`src/sv/dfawa_pkg.sv`:
```
// Shared types and constants for the DFA word acceptor.
package dfawa_pkg;

    // Fixed field widths of the stream items.
    localparam int STATE_W  = 4;
    localparam int SYMIN_W  = 8;
    localparam int OPCODE_W = 2;
    localparam int STATUS_W = 2;
    localparam int SCOUNT_W = 5;
    localparam int FMASK_W  = 16;
    localparam int ALPHA_W  = 256;
    localparam int CFG_DW   = 64;
    localparam int CFG_AW   = 6;
    localparam int S_TDATA_W = 16;
    localparam int M_TDATA_W = 8;

    // Item opcodes.
    typedef enum logic [OPCODE_W-1:0] {
        OP_ADD    = 2'd0,
        OP_SYMBOL = 2'd1,
        OP_END    = 2'd2
    } opcode_t;

    // Result status codes.
    typedef enum logic [STATUS_W-1:0] {
        ST_OK        = 2'd0,
        ST_BAD_PARAM = 2'd1,
        ST_DUPLICATE = 2'd2,
        ST_CONFLICT  = 2'd3
    } status_t;

    // Register indexes on the configuration port.
    localparam logic [2:0] REG_STATE_COUNT   = 3'd0;
    localparam logic [2:0] REG_INITIAL_STATE = 3'd1;
    localparam logic [2:0] REG_FINAL_MASK    = 3'd2;
    localparam logic [2:0] REG_ALPHA_0       = 3'd3;
    localparam logic [2:0] REG_ALPHA_1       = 3'd4;
    localparam logic [2:0] REG_ALPHA_2       = 3'd5;
    localparam logic [2:0] REG_ALPHA_3       = 3'd6;

    localparam logic [SCOUNT_W-1:0] STATE_COUNT_RST = 5'd16;

    // One transition table entry.
    typedef struct packed {
        logic               valid;
        logic [STATE_W-1:0] target;
    } entry_t;

    // Configuration seen by the datapath.
    typedef struct packed {
        logic [SCOUNT_W-1:0] state_count;
        logic [STATE_W-1:0]  initial_state;
        logic [FMASK_W-1:0]  final_mask;
        logic [ALPHA_W-1:0]  alphabet;
    } cfg_t;

endpackage

```
`src/sv/dfawa_cfg_regs.sv`:
```
// APB configuration registers of the DFA word acceptor.
module dfawa_cfg_regs (
    input  logic                          aclk,
    input  logic                          aresetn,
    input  logic                          psel,
    input  logic                          penable,
    input  logic                          pwrite,
    input  logic [dfawa_pkg::CFG_AW-1:0]  paddr,
    input  logic [dfawa_pkg::CFG_DW-1:0]  pwdata,
    output logic [dfawa_pkg::CFG_DW-1:0]  prdata,
    output logic                          pready,
    output dfawa_pkg::cfg_t               cfg
);
    import dfawa_pkg::*;

    logic [SCOUNT_W-1:0] state_count_reg;
    logic [STATE_W-1:0]  initial_state_reg;
    logic [FMASK_W-1:0]  final_mask_reg;
    logic [CFG_DW-1:0]   alpha0_reg, alpha1_reg, alpha2_reg, alpha3_reg;
    logic [2:0]          reg_index;
    logic                wr_fire;

    assign pready    = 1'b1;
    assign reg_index = paddr[CFG_AW-1:3];
    assign wr_fire   = psel && penable && pwrite && pready;

    // Register writes complete in the access phase.
    always_ff @(posedge aclk) begin
        if (!aresetn) begin
            state_count_reg   <= STATE_COUNT_RST;
            initial_state_reg <= '0;
            final_mask_reg    <= '0;
            alpha0_reg        <= '0;
            alpha1_reg        <= '0;
            alpha2_reg        <= '0;
            alpha3_reg        <= '0;
        end else if (wr_fire) begin
            unique case (reg_index)
                REG_STATE_COUNT:   state_count_reg   <= pwdata[SCOUNT_W-1:0];
                REG_INITIAL_STATE: initial_state_reg <= pwdata[STATE_W-1:0];
                REG_FINAL_MASK:    final_mask_reg    <= pwdata[FMASK_W-1:0];
                REG_ALPHA_0:       alpha0_reg        <= pwdata;
                REG_ALPHA_1:       alpha1_reg        <= pwdata;
                REG_ALPHA_2:       alpha2_reg        <= pwdata;
                REG_ALPHA_3:       alpha3_reg        <= pwdata;
                default: ;
            endcase
        end
    end

    // Read data multiplexer.
    always_comb begin
        unique case (reg_index)
            REG_STATE_COUNT:   prdata = CFG_DW'(state_count_reg);
            REG_INITIAL_STATE: prdata = CFG_DW'(initial_state_reg);
            REG_FINAL_MASK:    prdata = CFG_DW'(final_mask_reg);
            REG_ALPHA_0:       prdata = alpha0_reg;
            REG_ALPHA_1:       prdata = alpha1_reg;
            REG_ALPHA_2:       prdata = alpha2_reg;
            REG_ALPHA_3:       prdata = alpha3_reg;
            default:           prdata = '0;
        endcase
    end

    assign cfg.state_count   = state_count_reg;
    assign cfg.initial_state = initial_state_reg;
    assign cfg.final_mask    = final_mask_reg;
    assign cfg.alphabet      = {alpha3_reg, alpha2_reg, alpha1_reg, alpha0_reg};

endmodule

```
`config.mk`:
```
export PLATFORM = sky130hd
export DESIGN_NAME = dfawa_cfg_regs
export DESIGN_NICKNAME = d
export VERILOG_FILES = /design/src/sv/dfawa_pkg.sv /design/src/sv/dfawa_cfg_regs.sv
export SDC_FILE = /design/constraint.sdc
export NUM_CORES = 1
export LEC_CHECK = 0
export ABC_CLOCK_PERIOD_IN_PS = 1300
export BUFFER_PORTS_ARGS = -buffer_cell sky130_fd_sc_hd__buf_2
export CAP_MARGIN = 40
export CORE_ASPECT_RATIO = 1.75
export CORE_MARGIN = 3
export CORE_UTILIZATION = 40
export DETAILED_ROUTE_END_ITERATION = 10
export PLACE_DENSITY_LB_ADDON = 0.05
export SLEW_MARGIN = 20
export SYNTH_ARGS = -nofsm -noshare
export SYNTH_HDL_FRONTEND = slang
export SYNTH_SLANG_ARGS = --single-unit
```
`constraint.sdc`:
```
create_clock -name aclk -period 1.3 [get_ports aclk]
set_clock_uncertainty 0.2 [all_clocks]
set_input_delay 0.065 -clock aclk [delete_from_list [all_inputs] [get_ports aclk]]
set_output_delay 0.065 -clock aclk [all_outputs]
set_load 0.005 [all_outputs]
```
Yosys cells after proc, flatten, opt, wreduce, memory -nomap -nowiden

Cells that the tools add are included.
Widths: inputs -> output; s select.

Memory bits (writable): 0
Word-level logic and storage cells: 24
ROM bits: 0
Input bits: 75
Register bits: 281
Latch bits: 0
Output and inout bits: 346
Memories: 0

Order comparisons: 0
Mux-type cells: 1
Add/sub/neg operators: 0
Shift operators: 0
Bitwise gates (word level): 0
Divide/modulo/power cells: 0
Multipliers: 0
Reduce and logical (&&, ||, !) cells: 10
Equality and inequality tests: 6

Operators by type and width:

| kind               | number |
|---|---|
| $pmux 64 s7        | 1 |
| $reduce_and 2->1   | 7 |
| $eq 3x3->1 const B | 3 |
| $eq 3x2->1 const B | 2 |
| $eq 3x1->1 const B | 1 |
| $logic_not 3->1    | 1 |
| $logic_and 1x1->1  | 2 |

Depth between registers and ports, before layout

Gate-level depths: netlist of run 1.

Word-level depth: 3
Mapped depth: 7
Gate-level depth less buffers: 3

Worst setup path before layout of run 1

No wires, ideal clock.

Path kind: input port to flip-flop
From: in paddr[5] in the netlist's numbering
To: reg final_mask_reg[0]
Buffers on the path: 3
Library setup time: 72 ps
Arrival: 1100 ps
Stages: 6
Slack: -72 ps
Data required time: 1028 ps
Path through: buf_4 -> nand2b_1 -> buf_4 -> nor2_4 -> buf_6 -> mux2i_1

Cells in the longest elaborated chain, start to end: 2

RTL lines:

| what                              | RTL line             | text |
|---|---|---|
| start: declaration                | dfawa_cfg_regs.sv:8  | `input logic [dfawa_pkg::CFG_AW-1:0] paddr,` |
| $eq 3x2->1                        | dfawa_cfg_regs.sv:38 | `unique case (reg_index)` |
| $reduce_and 2->1 (no source line) | --                   |  |
| end signal: assignment            | dfawa_cfg_regs.sv:41 | `REG_FINAL_MASK: final_mask_reg <= pwdata[FMASK_W-1:0];` |
| end: declaration                  | dfawa_cfg_regs.sv:18 | `logic [FMASK_W-1:0] final_mask_reg;` |

Every way passes these cells.
A chain may end at the register's enable or synchronous reset.

Worst setup path after layout of run 1

From: reg alpha3_reg[2]
To: out prdata[2] in the netlist's numbering

Cells in the longest elaborated chain, start to end: 1

RTL lines:

| what                     | RTL line             | text |
|---|---|---|
| start: declaration       | dfawa_cfg_regs.sv:19 | `logic [CFG_DW-1:0] alpha0_reg, alpha1_reg, alpha2_reg, alpha3_reg;` |
| start signal: assignment | dfawa_cfg_regs.sv:45 | `REG_ALPHA_3: alpha3_reg <= pwdata;` |
| $pmux 64 s7              | dfawa_cfg_regs.sv:53 | `unique case (reg_index)` |
| end: declaration         | dfawa_cfg_regs.sv:10 | `output logic [dfawa_pkg::CFG_DW-1:0] prdata,` |

Every way passes these cells.

==> results of run 1 <==
[through the flow]
step,util (%),total power (uW),setup WS [ns],TNS (ns)
2_1_floorplan,-,9599,0.005241,0
3_3_place_gp,52.44,10290,-0.2926,-56.72
3_5_place_dp,52.44,10290,-0.2917,-62.12
4_1_cts,64.89,19620,-0.7182,-106.80
5_1_grt,67.60,20100,-0.7616,-137.31
6_report,67.60,19500,-0.7240,-101.21
[worst max path at each step]
stage	startpoint	slack (ns)	cells after the start	end
2_1_floorplan	paddr[4]	0.005	6	prdata[10]
5_1_grt	alpha3_reg[2]	-0.76	3	prdata[2]
3_5_place_dp	paddr[3]	-0.29	6	prdata[13]
3_3_place_gp	paddr[4]	-0.29	7	prdata[49]
4_1_cts	alpha3_reg[2]	-0.72	3	prdata[2]
6_report	alpha3_reg[2]	-0.72	3	prdata[2]
[timing repair]
action	CTS	global route
endpoints found under the hold margin	281	273
hold buffers	69	2
endpoints found under the setup margin	345	584
buffers inserted	57	106
gates resized for setup	558	120
gates cloned	0	1
pin swaps	55	9
[layout make-up]
type	count	share of cell area, %
inverters	4	0.07202
diodes	1	0.01200
repair buffers	768	33.49
well taps	391	2.347
multi-input cells	857	30.30
flip-flops and latches	281	28.80
clock inverters	15	1.110
clock buffers	37	3.865
[placed cells by master (no fill, tap or decap), types with 2 or more instances in the layout]
cell             n
nand2_1        346
mux2i_1        337
buf_6          315
dfxtp_2        270
buf_2          234
buf_4          115
dlygate4sd3_1   68
a22o_1          60
o2bb2ai_1       46
buf_12          34
clkbuf_16       30
a221o_1         12
nor2_1          11
dfxtp_4         11
clkinv_2         7
bufinv_16        6
mux2i_2          5
clkbuf_8         5
o2bb2ai_2        4
nor2b_1          3
mux4_2           3
nor2_8           3
clkbuf_1         3
or3_1            2
inv_1            2
inv_2            2
nand2b_4         2
mux2_1           2
a22oi_1          2
o21ai_1          2
[layer usage]
layer  vias up  wire length [um]
met1      5948             17910
met4         0              1931
met5         -                 0
met3       103              2624
met2       438             25180
li1       5755                 -
[worst max-delay path: stages, from the launching register on]
cell	delay [ns]
dfxtp_2	0.33
mux4_2	0.46
mux2_2	0.28
buf_2	0.14
[cell families (layout without fill, tap and decap cells)]
kind of cell	Yosys count	after routing
buffers and inverters	110	824
AO/OA/AOI/OAI	132	132
AND/OR/NAND/NOR	376	376
flip-flops	281	281
multiplexers	348	348
other	1	2
[report_power, final]
part / leakage, uW / internal [uW] / switching, uW
Clock: 0.000513 / 5550 / 3570
Combinational: 0.00613 / 789 / 883
Sequential: 0.00241 / 8660 / 56.0
Total: 0.00906 / 15000 / 4510
==> flow_metrics.tcl, run 1 <==
set metrics [dict create \
    design_area_sq_um 20850 \
    dieArea_sq_um 33540 \
    synth_top_area_cell "dfxtp_1" \
    synthArstFlopShare_pct 0 \
    yosysWarnings 0 \
    vias 12244 \
    setup_violations 483 \
    clk_latency_ns 0.55 \
    synthTopCellsByCount "nand2_1 (346), mux2i_1 (342), dfxtp_1 (281)" \
    synth_edf_count 0 \
    gp_congestion 0.8466 \
    syn_inst 1248 \
    relSlewSlack_pct 54.28 \
    synth_compound_area_share_pct 9.235 \
    drc 0 \
    io_buffer_count 416 \
    yosysTopAreaCellShare_pct 44.94 \
    place_area_sq_um 16170 \
    status "finished, violations left" \
    muxShareOfSynthArea_pct 28.16 \
    clock_path_buffers 3 \
    postSynthAreaPerCell_sq_um 10.03 \
    antenna_found_initial 1 \
    tritoncts "done" \
    r2r_start "alpha3_reg[35]" \
    grt_pass1_vias 12506 \
    cts-root-buf "clkbuf_16" \
    ant_nets 0 \
    peakVddDrop_v 0.001181 \
    grt_max_degree 71 \
    hold_path_startpoint "penable" \
    critPathKind "reg2out" \
    violations "hold timing, setup timing" \
    grt_use_total_pct 26.28 \
    drive_gt1_share_pct 54.03 \
    timing.final.crit_period_ns 2.024 \
    yosysSeqAreaShare_pct 44.94 \
    grt-busiest-layer "met2" \
    multiInputGateArea_sq_um 6317 \
    setup.worst_path.end_class "output port" \
    cts_buffers 28 \
    p_per_area_nw_per_um2 935.1 \
    dp.cells 2120 \
    hold_path_class "in2reg" \
    r2r_slack_ns 0.10 \
    ys_types 37 \
    ys_seq_elements 281 \
    finalMaxSlewViolations 0 \
    routed_wl_um 47650 \
    cts_sinks 281 \
    synthTopCellsByArea "dfxtp_1 (45%), mux2i_1 (27%), nand2_1 (10%)" \
    grt_use_met2_pct 48.33 \
    synth_top_family_by_area "multiplexers" \
    regArea_sq_um 6005 \
    timing_hold_violations_final 1 \
    grt_util_met3_pct 3.940 \
    met1_usage_pct 29.88 \
    synth_most_common_cell "nand2_1" \
    grt_pass1_wl_um 70540 \
    yosys.area_share.simple_pct 12.27 \
    syn_to_final_growth_pct 66.55 \
    ys.flop_type "dfxtp_1" \
    max_cap_violations 0 \
    fmax_ghz 0.4941 \
    syn-cell-area_sq_um 12520 \
    final_nets 2015 \
    drt_iter0_drc 404 \
    die_h_um 240.0 \
    hold_path_depth 5 \
    die_w_um 139.7 \
    final_cells 2354 \
    gr-total-overflow 0 \
    tightest_slew_ns 0.6835 \
    row_count 85 \
    finalCritPeriodShare_pct 155.7 \
    reg2reg_to "alpha3_reg[35]" \
    startpoint_type "register" \
    critical_path_arrival_ns 1.76 \
    core-area_sq_um 30840 \
    fillCellCount 2414 \
    synthAdderAreaFrac_pct 0 \
    dr.pass1.iters 5 \
    syn_nets 1323 \
    pin_count 421 \
    leakage_uw 0.009058 \
    routedWlPerCell_um 20.24 \
    min_delay_worst_endpoint "alpha0_reg[4]" \
    cp_max_fo 2 \
    worstRegToRegCells 6 \
    whs_ns -0.0008991 \
    start_util_pct 40.59 \
    critPathRequiredTime_ns 1.03 \
    dp_hpwl_um 32430 \
    rsz0062_at_grt "yes" \
    fin_ws_ns -0.7240 \
    htree_levels 1 \
    path_clk_slew_ns 0.06 \
    synth_xor_xnor_area_share_pct 0 \
    via_per_inst 5.201 \
]
Note: power is estimated with default switching activity, not from simulation.
==> run 2: changes to the inputs <==
--- a/config.mk
+++ b/config.mk
@@ -5,6 +5,7 @@
 export SDC_FILE = /design/constraint.sdc
 export NUM_CORES = 1
 export LEC_CHECK = 0
+export ABC_AREA = 1
 export ABC_CLOCK_PERIOD_IN_PS = 1300
 export BUFFER_PORTS_ARGS = -buffer_cell sky130_fd_sc_hd__buf_2
 export CAP_MARGIN = 40
==> flow_metrics.tcl, run 2 <==
set metrics [dict create \
    peakVddDrop_v 0.0009228 \
    syn-cell-area_sq_um 13130 \
    fmax_ghz 0.6085 \
    grt_pass1_wl_um 83570 \
    dp_hpwl_um 34860 \
    fin_ws_ns -0.3433 \
    setup_violations 214 \
    synthTopCellsByCount "nand2_1 (657), nor2_1 (591), dfxtp_1 (281)" \
    finalPower_uw 19420 \
    timing_hold_violations_final 3 \
    status "finished, violations left" \
    finalCritPeriodShare_pct 126.4 \
    cts_buffers 28 \
    cts_sinks 281 \
    layout_commonest_cell "nand2_1" \
    synthTopCellsByArea "dfxtp_1 (43%), nand2_1 (19%), nor2_1 (17%)" \
    synthArstFlopShare_pct 0 \
    ys.flop_type "dfxtp_1" \
    ant_nets 0 \
    path_buf_inv 1 \
    row_count 87 \
    syn_nets 2140 \
    yosysTopAreaCellShare_pct 42.84 \
    via_per_inst 5.178 \
    start_util_pct 40.62 \
    finalMaxSlewViolations 0 \
    critPathKind "reg2out" \
    gr-total-overflow 0 \
    die_h_um 245.7 \
    clk_latency_ns 0.55 \
    syn_inst 2065 \
    path_cells "nand3_2, nand2_1, nor2_1, nand2_1, buf_2" \
    whs_ns -0.02380 \
    synth_top_area_cell "dfxtp_1" \
    routedWlPerCell_um 17.71 \
    tritoncts "done" \
    vias 16301 \
    core-area_sq_um 32330 \
    setup.worst_path.end_class "output port" \
    grt_use_total_pct 29.61 \
    htree_levels 1 \
    critPathRequiredTime_ns 1.03 \
    final_cell_mix "nand2_1 (652), nor2_1 (584), buf_6 (341)" \
    drt_iter0_drc 970 \
    drive_gt1_share_pct 39.26 \
    ys_types 18 \
    rsz0062_at_grt "yes" \
    antenna_found_initial 0 \
    final_nets 2804 \
    path_clk_slew_ns 0.06 \
    syn_to_final_growth_pct 66.01 \
    gp_congestion 0.8540 \
    crit_family "simple AND/OR/NAND/NOR gates" \
    leakage_uw 0.01041 \
    antenna_cells 0 \
    max_cap_violations 0 \
    cp_max_fo 2 \
    cp_slowest_cell "dfxtp_2" \
    grt_pass1_vias 15378 \
    tns_ns -23.19 \
    hold_path_class "in2reg" \
    postSynthAreaPerCell_sq_um 6.359 \
    routed_wl_um 55750 \
    drc 0 \
    ys_seq_elements 281 \
    grt_max_degree 67 \
    dieArea_sq_um 35120 \
    clock_path_buffers 3 \
    synth_most_common_cell "nand2_1" \
    place_ws_ns -0.2293 \
    yosysWarnings 0 \
    cts-root-buf "clkbuf_16" \
    yosysSeqAreaShare_pct 42.84 \
    violations "hold timing, setup timing" \
    critical_path_arrival_ns 1.38 \
    die_w_um 143.0 \
    path_common_cell "nand2_1" \
    io_buffer_count 416 \
    dr.pass1.iters 5 \
    startpoint_type "register" \
    p_per_area_nw_per_um2 890.9 \
    synth_edf_count 0 \
    pin_count 421 \
    timing.final.crit_period_ns 1.643 \
    max_stage_delay_ns 0.33 \
]
==> run 2: cell types whose count changed in the layout (fill, tap and decap cells not counted), sizes merged, moves of 12 or more <==
cell / delta
buf: +21
nand4: +179
inv: +68
nor2: +581
mux2i: -342
nand3: +115
nand2: +311
a221o: -12
a22o: -60
o2bb2ai: -50
==> run 2: worst paths after layout <==
path         slack (ns)                 end            from  cells past startpoint
max               -0.34          prdata[15]  alpha1_reg[15]                      5
min               -0.02  state_count_reg[4]        paddr[3]                      6
max reg2reg        0.15      alpha3_reg[19]  alpha3_reg[19]                      5
min reg2reg        0.28      alpha0_reg[15]  alpha0_reg[15]                      2
==> run 2: layer usage <==
metal	vias up	wire, um	global-route usage [%]
met2	750	28070	51.54
li1	7849	-	-
met3	170	3614	3.736
met4	0	2910	16.79
met1	7532	21160	34.56
met5	-	0	0
==> run 2: kinds of logic (layout without fill, tap and decap cells) <==
group / Yosys count / count (layout) / synth area share (%)
AND/OR/NAND/NOR: 1549 / 1549 / 49.03
flip-flops: 281 / 281 / 42.84
AO/OA/AOI/OAI: 1 / 1 / 0.03808
other: 1 / 1 / 0.02856
buffers and inverters: 233 / 916 / 8.061
==> run 2: area by class of cell <==
cell class,instances,area [sq um]
flip-flops and latches,281,6042
fillers,2707,10530
clock buffers,44,892.1
multi-input cells,1551,6543
well taps,400,500.5
clock inverters,5,52.55
inverters,73,280.3
repair buffers,794,7490
==> run 2: stage by stage <==
step | instances | util [%] | cell area (sq um)
finish | 3148 | 67.43 | 21800
global route | 3148 | 67.43 | 21800
CTS | 3086 | 64.85 | 20970
detailed placement | 2835 | 50.83 | 16430
global placement | 2835 | 50.83 | 16430
floorplan | 2065 | - | 13130
==> run 2: worst register-to-register path: stages (launching register included) <==
cell and delay, ns:
dfxtp_2 0.33, buf_6 0.12, buf_4 0.12, buf_4 0.12
nor2_1 0.09, nor2_1 0.06
==> run 2: power by group <==
part	internal [uW]	switching [uW]
logic	982	1260
clock network	4870	3520
registers	8690	102
total	14500	4880
==> run 2: what timing repair did <==
| item | CTS | global route |
|---|---|---|
| hold endpoints to repair | 281 | 1 |
| hold buffers | 73 | 1 |
| setup endpoints to repair | 339 | 294 |
| buffers inserted | 128 | 101 |
| pin swaps | 85 | 40 |
| gates cloned | 1 | 0 |
| gates resized for setup | 595 | 119 |
==> run 3: changes to the inputs <==
--- a/config.mk
+++ b/config.mk
@@ -13,6 +13,7 @@
 export CORE_MARGIN = 3
 export CORE_UTILIZATION = 40
 export DETAILED_ROUTE_END_ITERATION = 10
+export MAX_ROUTING_LAYER = met4
 export PLACE_DENSITY_LB_ADDON = 0.05
 export SLEW_MARGIN = 20
 export SYNTH_ARGS = -nofsm -noshare
==> flow_metrics.tcl, run 3 (synthesis gave the netlist of run 2 again) <==
set metrics [dict create \
    grt_pass1_vias 15411 \
    tns_ns -22.68 \
    final_cells 3148 \
    r2r_slack_ns 0.16 \
    violations "hold timing, setup timing" \
    cts_sinks 281 \
    die_h_um 245.7 \
    vias 16263 \
    design_area_sq_um 21780 \
    cp_slowest_cell "dfxtp_2" \
    drt_iter0_drc 1105 \
    dr.pass1.iters 5 \
    grt_pass1_wl_um 83430 \
    start_util_pct 40.62 \
    status "finished, violations left" \
    startpoint_type "register" \
    clk_latency_ns 0.54 \
    dieArea_sq_um 35120 \
    final_util_pct 67.37 \
    row_count 87 \
    path_common_cell "nand2_1" \
    core-area_sq_um 32330 \
    path_clk_slew_ns 0.06 \
    finalMaxSlewViolations 0 \
    tritoncts "done" \
    ant_nets 0 \
    place_area_sq_um 16430 \
    routed_wl_um 55690 \
    gr-total-overflow 0 \
    cts_buffers 28 \
    dp_hpwl_um 34860 \
    p_per_area_nw_per_um2 891.1 \
    drive_gt1_share_pct 39.26 \
    regArea_sq_um 6042 \
    setup.worst_path.end_class "output port" \
    fin_ws_ns -0.3442 \
    cts-root-buf "clkbuf_16" \
    dp.cells 2835 \
    multiInputGateArea_sq_um 6543 \
    via_per_inst 5.166 \
    die_w_um 143.0 \
    gp_congestion 0.8676 \
    peakVddDrop_v 0.0009168 \
    whs_ns -0.02526 \
    final_cell_mix "nand2_1 (652), nor2_1 (584), buf_6 (338)" \
    setup_violations 214 \
    path_cells "nand3_2, nand2_1, nor2_2, nand2_1, buf_2" \
    grt_max_degree 67 \
    syn_to_final_growth_pct 65.87 \
    critical_path_arrival_ns 1.38 \
    final_nets 2804 \
    hold_path_class "in2reg" \
    rsz0062_at_grt "yes" \
    max_stage_delay_ns 0.34 \
    pin_count 421 \
    critPathKind "reg2out" \
    cp_max_fo 2 \
    antenna_cells 0 \
    drc 0 \
    finalCritPeriodShare_pct 126.5 \
    max_cap_violations 0 \
    antenna_found_initial 0 \
    io_buffer_count 416 \
    grt_use_total_pct 30.41 \
    routedWlPerCell_um 17.69 \
    critPathRequiredTime_ns 1.03 \
    leakage_uw 0.01041 \
    fillCellCount 2713 \
    clock_path_buffers 3 \
    fmax_ghz 0.6082 \
    htree_levels 1 \
    timing_hold_violations_final 3 \
    timing.final.crit_period_ns 1.644 \
    layout_commonest_cell "nand2_1" \
]
run 3: path summary, 6_finish.rpt:
kind                       start                 end  cells after the start
hold reg to reg   alpha0_reg[15]      alpha0_reg[15]                      2
setup reg to reg  alpha1_reg[56]      alpha1_reg[56]                      5
setup / recovery  alpha1_reg[12]          prdata[12]                      5
hold / removal          paddr[3]  state_count_reg[4]                      6
run 3: cell type report:
type,count,share of cell area (%)
sequential,281,27.74
clock inverter,5,0.2413
timing repair buffer,794,34.30
inverter,73,1.287
tap,400,2.298
multi-input combinational,1551,30.04
clock buffer,44,4.096
run 3: repair_timing:
item | CTS | global route
gates resized for setup | 595 | 116
gates cloned | 1 | 0
setup endpoints to repair | 339 | 290
pin swaps | 85 | 41
setup buffers | 128 | 101
hold endpoints to repair | 281 | 1
hold buffers | 73 | 1
run 3: routing by layer:
metal | global-route usage [%] | share of wire [%] | up-vias
li1 | - | - | 7847
met1 | 34.68 | 38 | 7485
met2 | 51.62 | 51 | 768
met3 | 3.250 | 6.5 | 163
met4 | 16.79 | 5.1 | 0
met5 | - | 0 | -
run 3: power by group:
group	leakage, uW	internal, uW	switching (uW)
Clock	0.000467	4870	3510
Combinational	0.00753	981	1260
Sequential	0.00242	8690	102
Total	0.0104	14500	4870
run 3: per-stage QoR:
step | total power, uW | setup slack, ns
2_1_floorplan | 9941 | 0.02266
6_report | 19410 | -0.3442
5_1_grt | 20020 | -0.4002
3_5_place_dp | 10770 | -0.2293
4_1_cts | 19490 | -0.3446
3_3_place_gp | 10760 | -0.1927
run 3: worst max-delay path: cells and delay by family (launching register included):
family | cells | cell delay, ns
buf+inv | 1 | 0.12
flops | 1 | 0.34
simple gates | 4 | 0.37
